[config.mk]
export PLATFORM = sky130hd
export DESIGN_NAME = indexed_list_insert_remove
export DESIGN_NICKNAME = d
export VERILOG_FILES = /design/src/rtl/ilir_pkg.sv /design/src/rtl/indexed_list_insert_remove.sv /design/src/rtl/ilir_ram.sv /design/src/rtl/ilir_seq.sv
export SDC_FILE = /design/constraint.sdc
export NUM_CORES = 2
export LEC_CHECK = 0
export ABC_AREA = 1
export BUFFER_PORTS_ARGS = -buffer_cell sky130_fd_sc_hd__buf_2
export CAP_MARGIN = 20
export CORE_MARGIN = 1
export CORE_UTILIZATION = 35
export DETAILED_ROUTE_END_ITERATION = 6
export GPL_ROUTABILITY_DRIVEN = 0
export SETUP_SLACK_MARGIN = 0.5
export SKIP_LAST_GASP = 1
export SLEW_MARGIN = 30
export SYNTH_ARGS = -nofsm -noshare
export SYNTH_HDL_FRONTEND = slang
export SYNTH_SLANG_ARGS = --single-unit
[constraint.sdc]
create_clock -name clk_i -period 9.6 [get_ports clk_i]
set_clock_uncertainty 0.2 [all_clocks]
set_input_delay 1.44 -clock clk_i [delete_from_list [all_inputs] [get_ports clk_i]]
set_output_delay 1.44 -clock clk_i [all_outputs]
set_load 0.02 [all_outputs]
[src/rtl/ilir_pkg.sv]
package ilir_pkg;

  // widths of the request and result fields
  localparam int unsigned OpBits    = 3;
  localparam int unsigned IndexBits = 7;
  localparam int unsigned DataBits  = 32;
  localparam int unsigned StatBits  = 2;

  // operation codes
  typedef enum logic [OpBits-1:0] {
    OP_INSERT    = 3'd0,
    OP_REMOVE    = 3'd1,
    OP_REM_SLICE = 3'd2,
    OP_READ      = 3'd3,
    OP_WRITE     = 3'd4,
    OP_SET_LEN   = 3'd5
  } op_e;

  // result status codes
  typedef enum logic [StatBits-1:0] {
    ST_OK    = 2'd0,
    ST_RANGE = 2'd1,
    ST_FULL  = 2'd2
  } status_e;

  // sequencer states
  typedef enum logic [4:0] {
    S_CLEAR = 5'b00001,
    S_IDLE  = 5'b00010,
    S_SHIFT = 5'b00100,
    S_TAIL  = 5'b01000,
    S_RESP  = 5'b10000
  } state_e;

  typedef struct packed {
    logic [OpBits-1:0]    op;
    logic [IndexBits-1:0] index;
    logic [IndexBits-1:0] end_index;
    logic [DataBits-1:0]  value;
  } req_t;

  typedef struct packed {
    logic [DataBits-1:0]  read_data;
    logic [IndexBits-1:0] count;
    logic [StatBits-1:0]  status;
  } res_t;

endpackage

[src/rtl/indexed_list_insert_remove.sv]
// Ordered list of up to CAPACITY words held in one memory with a write port and a
// registered read port, plus a live count. Each request returns one result with
// read data, the count after the request and a status; a failed request changes
// nothing. Read, write, set length, failed requests, and insert or remove that move
// no entries need no shift. Insert moves N = count - index entries up, starting
// from the top, and then places the new word; remove or remove slice moves
// N = count - end entries down. The memory moves one entry per cycle. One request
// is in work at a time; a finished result waits in the output register while the
// next request is taken. After reset the block stalls requests while it clears
// the store.
module indexed_list_insert_remove #(
  parameter int unsigned CAPACITY  = 64,
  parameter int unsigned WORD_BITS = 32
) (
  input  logic           clk_i,
  input  logic           rst_ni,
  input  logic           in_valid_i,
  output logic           in_stall_o,
  input  ilir_pkg::req_t in_req_i,
  output logic           out_valid_o,
  input  logic           out_stall_i,
  output ilir_pkg::res_t out_res_o
);

  localparam int unsigned AW = $clog2(CAPACITY);

  logic                 res_valid, res_ready;
  ilir_pkg::res_t       res;
  logic                 mem_we, mem_re;
  logic [AW-1:0]        mem_waddr, mem_raddr;
  logic [WORD_BITS-1:0] mem_wdata, mem_rdata;
  logic                 out_valid_q;
  ilir_pkg::res_t       out_q;

  ilir_seq #(
    .CAPACITY  (CAPACITY),
    .WORD_BITS (WORD_BITS)
  ) u_seq (
    .clk_i       (clk_i),
    .rst_ni      (rst_ni),
    .in_valid_i  (in_valid_i),
    .in_req_i    (in_req_i),
    .in_stall_o  (in_stall_o),
    .res_ready_i (res_ready),
    .res_valid_o (res_valid),
    .res_o       (res),
    .mem_we_o    (mem_we),
    .mem_waddr_o (mem_waddr),
    .mem_wdata_o (mem_wdata),
    .mem_re_o    (mem_re),
    .mem_raddr_o (mem_raddr),
    .mem_rdata_i (mem_rdata)
  );

  ilir_ram #(
    .DEPTH (CAPACITY),
    .WIDTH (WORD_BITS)
  ) u_ram (
    .clk_i   (clk_i),
    .we_i    (mem_we),
    .waddr_i (mem_waddr),
    .wdata_i (mem_wdata),
    .re_i    (mem_re),
    .raddr_i (mem_raddr),
    .rdata_o (mem_rdata)
  );

  // output register, free when empty or being taken
  assign res_ready = !out_valid_q || !out_stall_i;

  always_ff @(posedge clk_i or negedge rst_ni) begin
    if (!rst_ni) begin
      out_valid_q <= 1'b0;
    end else if (res_ready) begin
      out_valid_q <= res_valid;
    end
  end

  always_ff @(posedge clk_i) begin
    if (res_ready && res_valid) begin
      out_q <= res;
    end
  end

  assign out_valid_o = out_valid_q;
  assign out_res_o   = out_q;

endmodule

[src/rtl/ilir_ram.sv]
module ilir_ram #(
  parameter int unsigned DEPTH = 64,
  parameter int unsigned WIDTH = 32
) (
  input  logic                     clk_i,
  input  logic                     we_i,
  input  logic [$clog2(DEPTH)-1:0] waddr_i,
  input  logic [WIDTH-1:0]         wdata_i,
  input  logic                     re_i,
  input  logic [$clog2(DEPTH)-1:0] raddr_i,
  output logic [WIDTH-1:0]         rdata_o
);

  logic [WIDTH-1:0] mem [DEPTH];
  logic [WIDTH-1:0] rdata_q;

  // one write port, one registered read port
  always_ff @(posedge clk_i) begin
    if (we_i) begin
      mem[waddr_i] <= wdata_i;
    end
    if (re_i) begin
      rdata_q <= mem[raddr_i];
    end
  end

  assign rdata_o = rdata_q;

endmodule

[src/rtl/ilir_seq.sv]
module ilir_seq #(
  parameter int unsigned CAPACITY  = 64,
  parameter int unsigned WORD_BITS = 32,
  localparam int unsigned AW = $clog2(CAPACITY)
) (
  input  logic                 clk_i,
  input  logic                 rst_ni,
  input  logic                 in_valid_i,
  input  ilir_pkg::req_t       in_req_i,
  output logic                 in_stall_o,
  input  logic                 res_ready_i,
  output logic                 res_valid_o,
  output ilir_pkg::res_t       res_o,
  output logic                 mem_we_o,
  output logic [AW-1:0]        mem_waddr_o,
  output logic [WORD_BITS-1:0] mem_wdata_o,
  output logic                 mem_re_o,
  output logic [AW-1:0]        mem_raddr_o,
  input  logic [WORD_BITS-1:0] mem_rdata_i
);

  localparam int unsigned CW  = $clog2(CAPACITY + 1);
  localparam int unsigned XW  = (CW > ilir_pkg::IndexBits) ? CW : ilir_pkg::IndexBits;
  localparam int unsigned VW  = (WORD_BITS > ilir_pkg::DataBits) ? WORD_BITS
                                                                 : ilir_pkg::DataBits;
  localparam logic [XW-1:0] CapX  = XW'(CAPACITY);
  localparam logic [AW-1:0] LastA = AW'(CAPACITY - 1);

  ilir_pkg::state_e state_q, state_d;
  logic [CW-1:0]        count_q, count_d;
  logic [AW-1:0]        rp_q, rp_d;
  logic [AW-1:0]        wp_q, wp_d;
  logic [XW-1:0]        left_q, left_d;
  logic                 down_q, down_d;
  logic                 tail_q, tail_d;
  logic                 rd_q, rd_d;
  ilir_pkg::status_e    status_q, status_d;
  logic [AW-1:0]        idx_q, idx_d;
  logic [WORD_BITS-1:0] val_q, val_d;

  logic                 accept;
  logic [XW-1:0]        idx_x, end_x, cnt_x;
  logic [XW-1:0]        new_cnt, moves, src;
  ilir_pkg::status_e    chk_status;
  logic                 chg_cnt;
  logic [VW-1:0]        val_ext, rd_ext;

  assign accept  = in_valid_i && (state_q == ilir_pkg::S_IDLE);
  assign idx_x   = XW'(in_req_i.index);
  assign end_x   = XW'(in_req_i.end_index);
  assign cnt_x   = XW'(count_q);
  assign val_ext = VW'(in_req_i.value);
  assign rd_ext  = VW'(mem_rdata_i);

  // request decode: range checks, new count and shift extent
  always_comb begin
    chk_status = ilir_pkg::ST_OK;
    chg_cnt    = 1'b0;
    new_cnt    = cnt_x;
    moves      = '0;
    src        = end_x;
    case (in_req_i.op)
      ilir_pkg::OP_INSERT: begin
        if (idx_x > cnt_x) begin
          chk_status = ilir_pkg::ST_RANGE;
        end else if (cnt_x >= CapX) begin
          chk_status = ilir_pkg::ST_FULL;
        end else begin
          chg_cnt = 1'b1;
          new_cnt = cnt_x + XW'(1);
          moves   = cnt_x - idx_x;
        end
      end
      ilir_pkg::OP_REMOVE: begin
        if (idx_x >= cnt_x) begin
          chk_status = ilir_pkg::ST_RANGE;
        end else begin
          chg_cnt = 1'b1;
          new_cnt = cnt_x - XW'(1);
          moves   = cnt_x - idx_x - XW'(1);
          src     = idx_x + XW'(1);
        end
      end
      ilir_pkg::OP_REM_SLICE: begin
        if (idx_x >= cnt_x || end_x > cnt_x || end_x <= idx_x) begin
          chk_status = ilir_pkg::ST_RANGE;
        end else begin
          chg_cnt = 1'b1;
          new_cnt = cnt_x - (end_x - idx_x);
          moves   = cnt_x - end_x;
        end
      end
      ilir_pkg::OP_READ, ilir_pkg::OP_WRITE: begin
        if (idx_x >= cnt_x) begin
          chk_status = ilir_pkg::ST_RANGE;
        end
      end
      ilir_pkg::OP_SET_LEN: begin
        if (idx_x > CapX) begin
          chk_status = ilir_pkg::ST_FULL;
        end else begin
          chg_cnt = 1'b1;
          new_cnt = idx_x;
        end
      end
      default: begin
      end
    endcase
  end

  // sequencer
  always_comb begin
    state_d     = state_q;
    count_d     = count_q;
    rp_d        = rp_q;
    wp_d        = wp_q;
    left_d      = left_q;
    down_d      = down_q;
    tail_d      = tail_q;
    rd_d        = rd_q;
    status_d    = status_q;
    idx_d       = idx_q;
    val_d       = val_q;
    mem_we_o    = 1'b0;
    mem_waddr_o = wp_q;
    mem_wdata_o = mem_rdata_i;
    mem_re_o    = 1'b0;
    mem_raddr_o = rp_q;
    res_valid_o = 1'b0;
    case (state_q)
      ilir_pkg::S_CLEAR: begin
        // zero the store after reset, one entry per cycle
        mem_we_o    = 1'b1;
        mem_waddr_o = rp_q;
        mem_wdata_o = '0;
        rp_d        = rp_q + AW'(1);
        if (rp_q == LastA) begin
          state_d = ilir_pkg::S_IDLE;
        end
      end
      ilir_pkg::S_IDLE: begin
        if (accept) begin
          status_d = chk_status;
          idx_d    = idx_x[AW-1:0];
          val_d    = val_ext[WORD_BITS-1:0];
          rd_d     = 1'b0;
          tail_d   = 1'b0;
          state_d  = ilir_pkg::S_RESP;
          if (chg_cnt) begin
            count_d = new_cnt[CW-1:0];
          end
          if (chk_status == ilir_pkg::ST_OK) begin
            case (in_req_i.op)
              ilir_pkg::OP_READ: begin
                mem_re_o    = 1'b1;
                mem_raddr_o = idx_x[AW-1:0];
                rd_d        = 1'b1;
              end
              ilir_pkg::OP_WRITE: begin
                mem_we_o    = 1'b1;
                mem_waddr_o = idx_x[AW-1:0];
                mem_wdata_o = val_ext[WORD_BITS-1:0];
              end
              ilir_pkg::OP_INSERT: begin
                if (moves == '0) begin
                  mem_we_o    = 1'b1;
                  mem_waddr_o = idx_x[AW-1:0];
                  mem_wdata_o = val_ext[WORD_BITS-1:0];
                end else begin
                  // move entries up, starting from the top
                  mem_re_o    = 1'b1;
                  mem_raddr_o = AW'(cnt_x - XW'(1));
                  rp_d        = AW'(cnt_x - XW'(2));
                  wp_d        = AW'(cnt_x);
                  left_d      = moves;
                  down_d      = 1'b1;
                  tail_d      = 1'b1;
                  state_d     = ilir_pkg::S_SHIFT;
                end
              end
              ilir_pkg::OP_REMOVE, ilir_pkg::OP_REM_SLICE: begin
                if (moves != '0) begin
                  // move entries down over the gap, starting from the bottom
                  mem_re_o    = 1'b1;
                  mem_raddr_o = src[AW-1:0];
                  rp_d        = AW'(src + XW'(1));
                  wp_d        = idx_x[AW-1:0];
                  left_d      = moves;
                  down_d      = 1'b0;
                  state_d     = ilir_pkg::S_SHIFT;
                end
              end
              default: begin
              end
            endcase
          end
        end
      end
      ilir_pkg::S_SHIFT: begin
        // write the word read last cycle, read the next one
        mem_we_o = 1'b1;
        wp_d     = down_q ? (wp_q - AW'(1)) : (wp_q + AW'(1));
        left_d   = left_q - XW'(1);
        if (left_q != XW'(1)) begin
          mem_re_o = 1'b1;
          rp_d     = down_q ? (rp_q - AW'(1)) : (rp_q + AW'(1));
        end else begin
          state_d = tail_q ? ilir_pkg::S_TAIL : ilir_pkg::S_RESP;
        end
      end
      ilir_pkg::S_TAIL: begin
        // place the inserted word
        mem_we_o    = 1'b1;
        mem_waddr_o = idx_q;
        mem_wdata_o = val_q;
        state_d     = ilir_pkg::S_RESP;
      end
      ilir_pkg::S_RESP: begin
        res_valid_o = 1'b1;
        if (res_ready_i) begin
          state_d = ilir_pkg::S_IDLE;
        end
      end
      default: begin
        state_d = ilir_pkg::S_IDLE;
      end
    endcase
  end

  // result fields
  always_comb begin
    res_o.read_data = rd_q ? rd_ext[ilir_pkg::DataBits-1:0] : '0;
    res_o.count     = cnt_x[ilir_pkg::IndexBits-1:0];
    res_o.status    = status_q;
  end

  assign in_stall_o = (state_q != ilir_pkg::S_IDLE);

  // control state
  always_ff @(posedge clk_i or negedge rst_ni) begin
    if (!rst_ni) begin
      state_q  <= ilir_pkg::S_CLEAR;
      count_q  <= '0;
      rp_q     <= '0;
      wp_q     <= '0;
      left_q   <= '0;
      down_q   <= 1'b0;
      tail_q   <= 1'b0;
      rd_q     <= 1'b0;
      status_q <= ilir_pkg::ST_OK;
    end else begin
      state_q  <= state_d;
      count_q  <= count_d;
      rp_q     <= rp_d;
      wp_q     <= wp_d;
      left_q   <= left_d;
      down_q   <= down_d;
      tail_q   <= tail_d;
      rd_q     <= rd_d;
      status_q <= status_d;
    end
  end

  // request payload
  always_ff @(posedge clk_i) begin
    idx_q <= idx_d;
    val_q <= val_d;
  end

endmodule
==> reports/results.tsv <==
stage	metric	value	unit
setup_path	cp_slowest_cell	nor2_4	
detailed_routing	drtPass1Iterations	7	
floorplan	rows	193	
detailed_routing	met1_length	125000	um
yosys	syn_inst	9127	
cells_and_area	area_growth	13.1	%
placed_design	io_buffer_count	95	
sta	finalSetupViolCount	0	
cells_and_area	final_core_util	39.8	%
pwr	p_sw	18.8	mW
cells_and_area	fin_nets	9168	
detailed_routing	wl_met2	137000	um
sta	finalCriticalPeriod	7900	ps
pwr	p_int	22.9	mW
sta	fmax	127	MHz
detailed_routing	wl_per_cell	23.5	um
floorplan	dieArea	280000	um^2
yosys	ys.flop_type	edfxtp_1	
clock_tree	cts_buffers	221	
detailed_routing	top_layer	met5	
detailed_routing	drt_wl_total	304000	um
floorplan	start_util	35.2	%
hold_path	worstHoldPathType	reg2reg	
pwr	pwr-share-seq	33.6	%
detailed_routing	vias	70037	
pwr	comb_power_share	46.0	%
sta	slew_viol_final	0	
sta	fin_tns_setup	0	ps
yosys	yosys_warnings	0	
pwr	power_switching_share	45.0	%
pwr	p_leak	42.5	nW
sta	finalCritPeriodShare	82.3	%
cells_and_area	nFillCells	26367	
clock_tree	ctsHoldBuffers	0	
placed_design	hpwlAfterDp	173000	um
floorplan	io_pins	96	
setup_path	end_kind	flop	
floorplan	die_h	529	um
yosys	netlist_area	97200	um^2
floorplan	die_w	529	um
outcome	status	complete, but fails checks	
sta	slew_headroom	28.4	%
detailed_routing	drcViolationCount	1	
pwr	pwr-share-clk	20.5	%
clock_tree	post_cts_buffers	0	
setup_path	crit_type	in2reg	
global_route	gr-usage-all-layers	21.3	%
yosys	postSynth.asyncResetShare	1.68	%
clock_tree	cts-resized-gates	0	
detailed_routing	drt_iter0_drc	9739	
sta	tightest_slew	1070	ps
yosys	synth.distinct_cells	52	
global_route	grt.overflow.total	0	
detailed_routing	viasPerCell	5.41	
clock_tree	htree_levels	4	
global_route	grt_antenna_before_repair	13	
setup_path	worstPathRequired	9960	ps
outcome	violations	DRC	
pwr	p_per_area	379	nW/um^2
global_route	grt_pass1_wl	446000	um
setup_path	cp-start-kind	primary input	
clock_tree	cts_tree	yes	
pwr	ir_worst_vdd	0.383	mV
sta	final_hold_viol_count	0	
yosys	syn_avg_cell_area	10.6	um^2
global_route	grt_pass1_vias	66743	
yosys	synth_edf_count	2159	
clock_tree	path_clk_slew	70	ps
detailed_routing	ant_nets	0	
cells_and_area	drive_above_1_share	8.20	%
clock_tree	clock-sinks	2196	
yosys	seq_area_frac_synth	67.7	%
clock_tree	clk_latency	890	ps
yosys	synth_seq_cells	2196	
job	cap_violations	0	
setup_path	crit_fanout	43	
yosys	synth_fp_nets	9239	
setup_path	cp.arrival	8250	ps
detailed_routing	met3_length	32100	um
global_route	grt_max_degree	191	
clock_tree	cts_buffer_depth	3	
floorplan	coreArea	276000	um^2
setup_path	slowest_delay	900	ps
clock_tree	clk_root_buffer_cell	clkbuf_16	
sta	rsz0062_at_grt	false	
[layout by cell type (no fill, tap or decap), drive strengths merged, types with 26 or more instances in the layout]
cell	instances
a21oi	71
dfrtp	36
a221o	26
inv	730
nand2	2718
ha	50
clkbuf	270
clkinv	94
nand3b	129
o21ai	119
nor2	147
buf	296
nand3	2229
edfxtp	2159
[path summary, 6_finish.rpt]
kind,cells after the start,from,to,slack (ps)
worst min register to register,0,u_seq.status_q[0],out_res_o[0],220
min in group asynchronous,1,rst_ni,out_valid_o,300
worst min-delay path,0,u_seq.status_q[0],out_res_o[0],220
worst max-delay path,25,in_req_i[42],u_ram.mem[58][12],1700
max in group asynchronous,1,rst_ni,u_seq.rd_q,8470
worst max register to register,25,u_seq.cnt_x[1],u_ram.mem[58][12],1850
[cell type report]
| class | count | area [um^2] | share of cell area, % |
|---|---|---|---|
| repair buffers | 296 | 2910 | 2.65 |
| flip-flops and latches | 2196 | 65800 | 59.8 |
| inverters | 724 | 2730 | 2.48 |
| multi-input cells | 5617 | 26800 | 24.4 |
| clock buffers | 270 | 5780 | 5.26 |
| diodes | 7 | 17.5 | 0.0159 |
| clock inverters | 130 | 1280 | 1.16 |
| well taps | 3705 | 4640 | 4.22 |
[state kept, by name (all words and copies together) (netlist names)]
signal and count:
u_seq.down_q 1, u_seq.cnt_x 7, u_ram.mem 2048, u_seq.left_q 7, out_res_o 41, u_seq.tail_q 1
u_seq.val_q 32, u_seq.wp_q 6, u_seq.state_q 5, u_seq.status_q 2, u_seq.rd_q 1, out_valid_o 1
u_ram.rdata_o 32, u_seq.idx_q 6, u_seq.rp_q 6
[critical path, delay by kind of cell]
kind / cells / cell delay (ps)
adder cells (fa/ha/maj): 1 / 470
AND/OR/NAND/NOR: 15 / 4260
AO/OA/AOI/OAI: 4 / 680
buffers and inverters: 5 / 1350
[synth_stat cells, types with 36 or more instances]
library cell	count	area share, %
nand2_1	2705	10
nand3_1	2227	11
edfxtp_1	2159	67
inv_1	711	2.7
buf_2	393	2.0
clkbuf_1	146	0.56
nor2_1	139	0.54
nand3b_1	129	1.0
o21ai_0	109	0.56
a21oi_1	69	0.36
ha_1	50	0.64
dfrtp_1	36	0.93
[layer usage]
layer	up-vias	track usage, %
li1	31272	-
met3	542	4.22
met5	-	0
met1	34410	29.6
met4	8	7.74
met2	3805	32.7
[power by group through the flow]
stage | combinational [mW] | clock (mW) | sequential (mW)
2_1_floorplan | 10.7 | 0 | 14.1
3_3_place_gp | 18.4 | 0 | 14.2
3_5_place_dp | 18.6 | 0 | 14.2
4_1_cts | 18.7 | 8.62 | 14.0
5_1_grt | 20.4 | 8.99 | 14.0
6_report | 19.1 | 8.54 | 14.0
[per-stage QoR]
stage	total power, mW	setup slack [ps]	cell area [um^2]	hold WS, ps	cells
after floorplan	24.8	3350	97200	225	9127
after CTS	41.3	2000	110000	241	12928
after global routing	43.3	1330	110000	259	12942
final	41.7	1700	110000	221	12945
after global placement	32.5	1160	102000	235	12510
after detailed placement	32.8	1080	103000	257	12528
[cell families (layout without fill, tap and decap cells)]
logic type,count (synthesis),in the layout,share of synthesized area (%)
simple gates,5255,5255,23.8
flops,2196,2196,67.7
xor+xnor,29,29,0.261
fa+ha+maj,59,59,0.829
compound gates,274,274,1.73
other cells,0,7,0
buf+inv,1314,1420,5.67
Note: power is estimated with default switching activity, not from simulation.
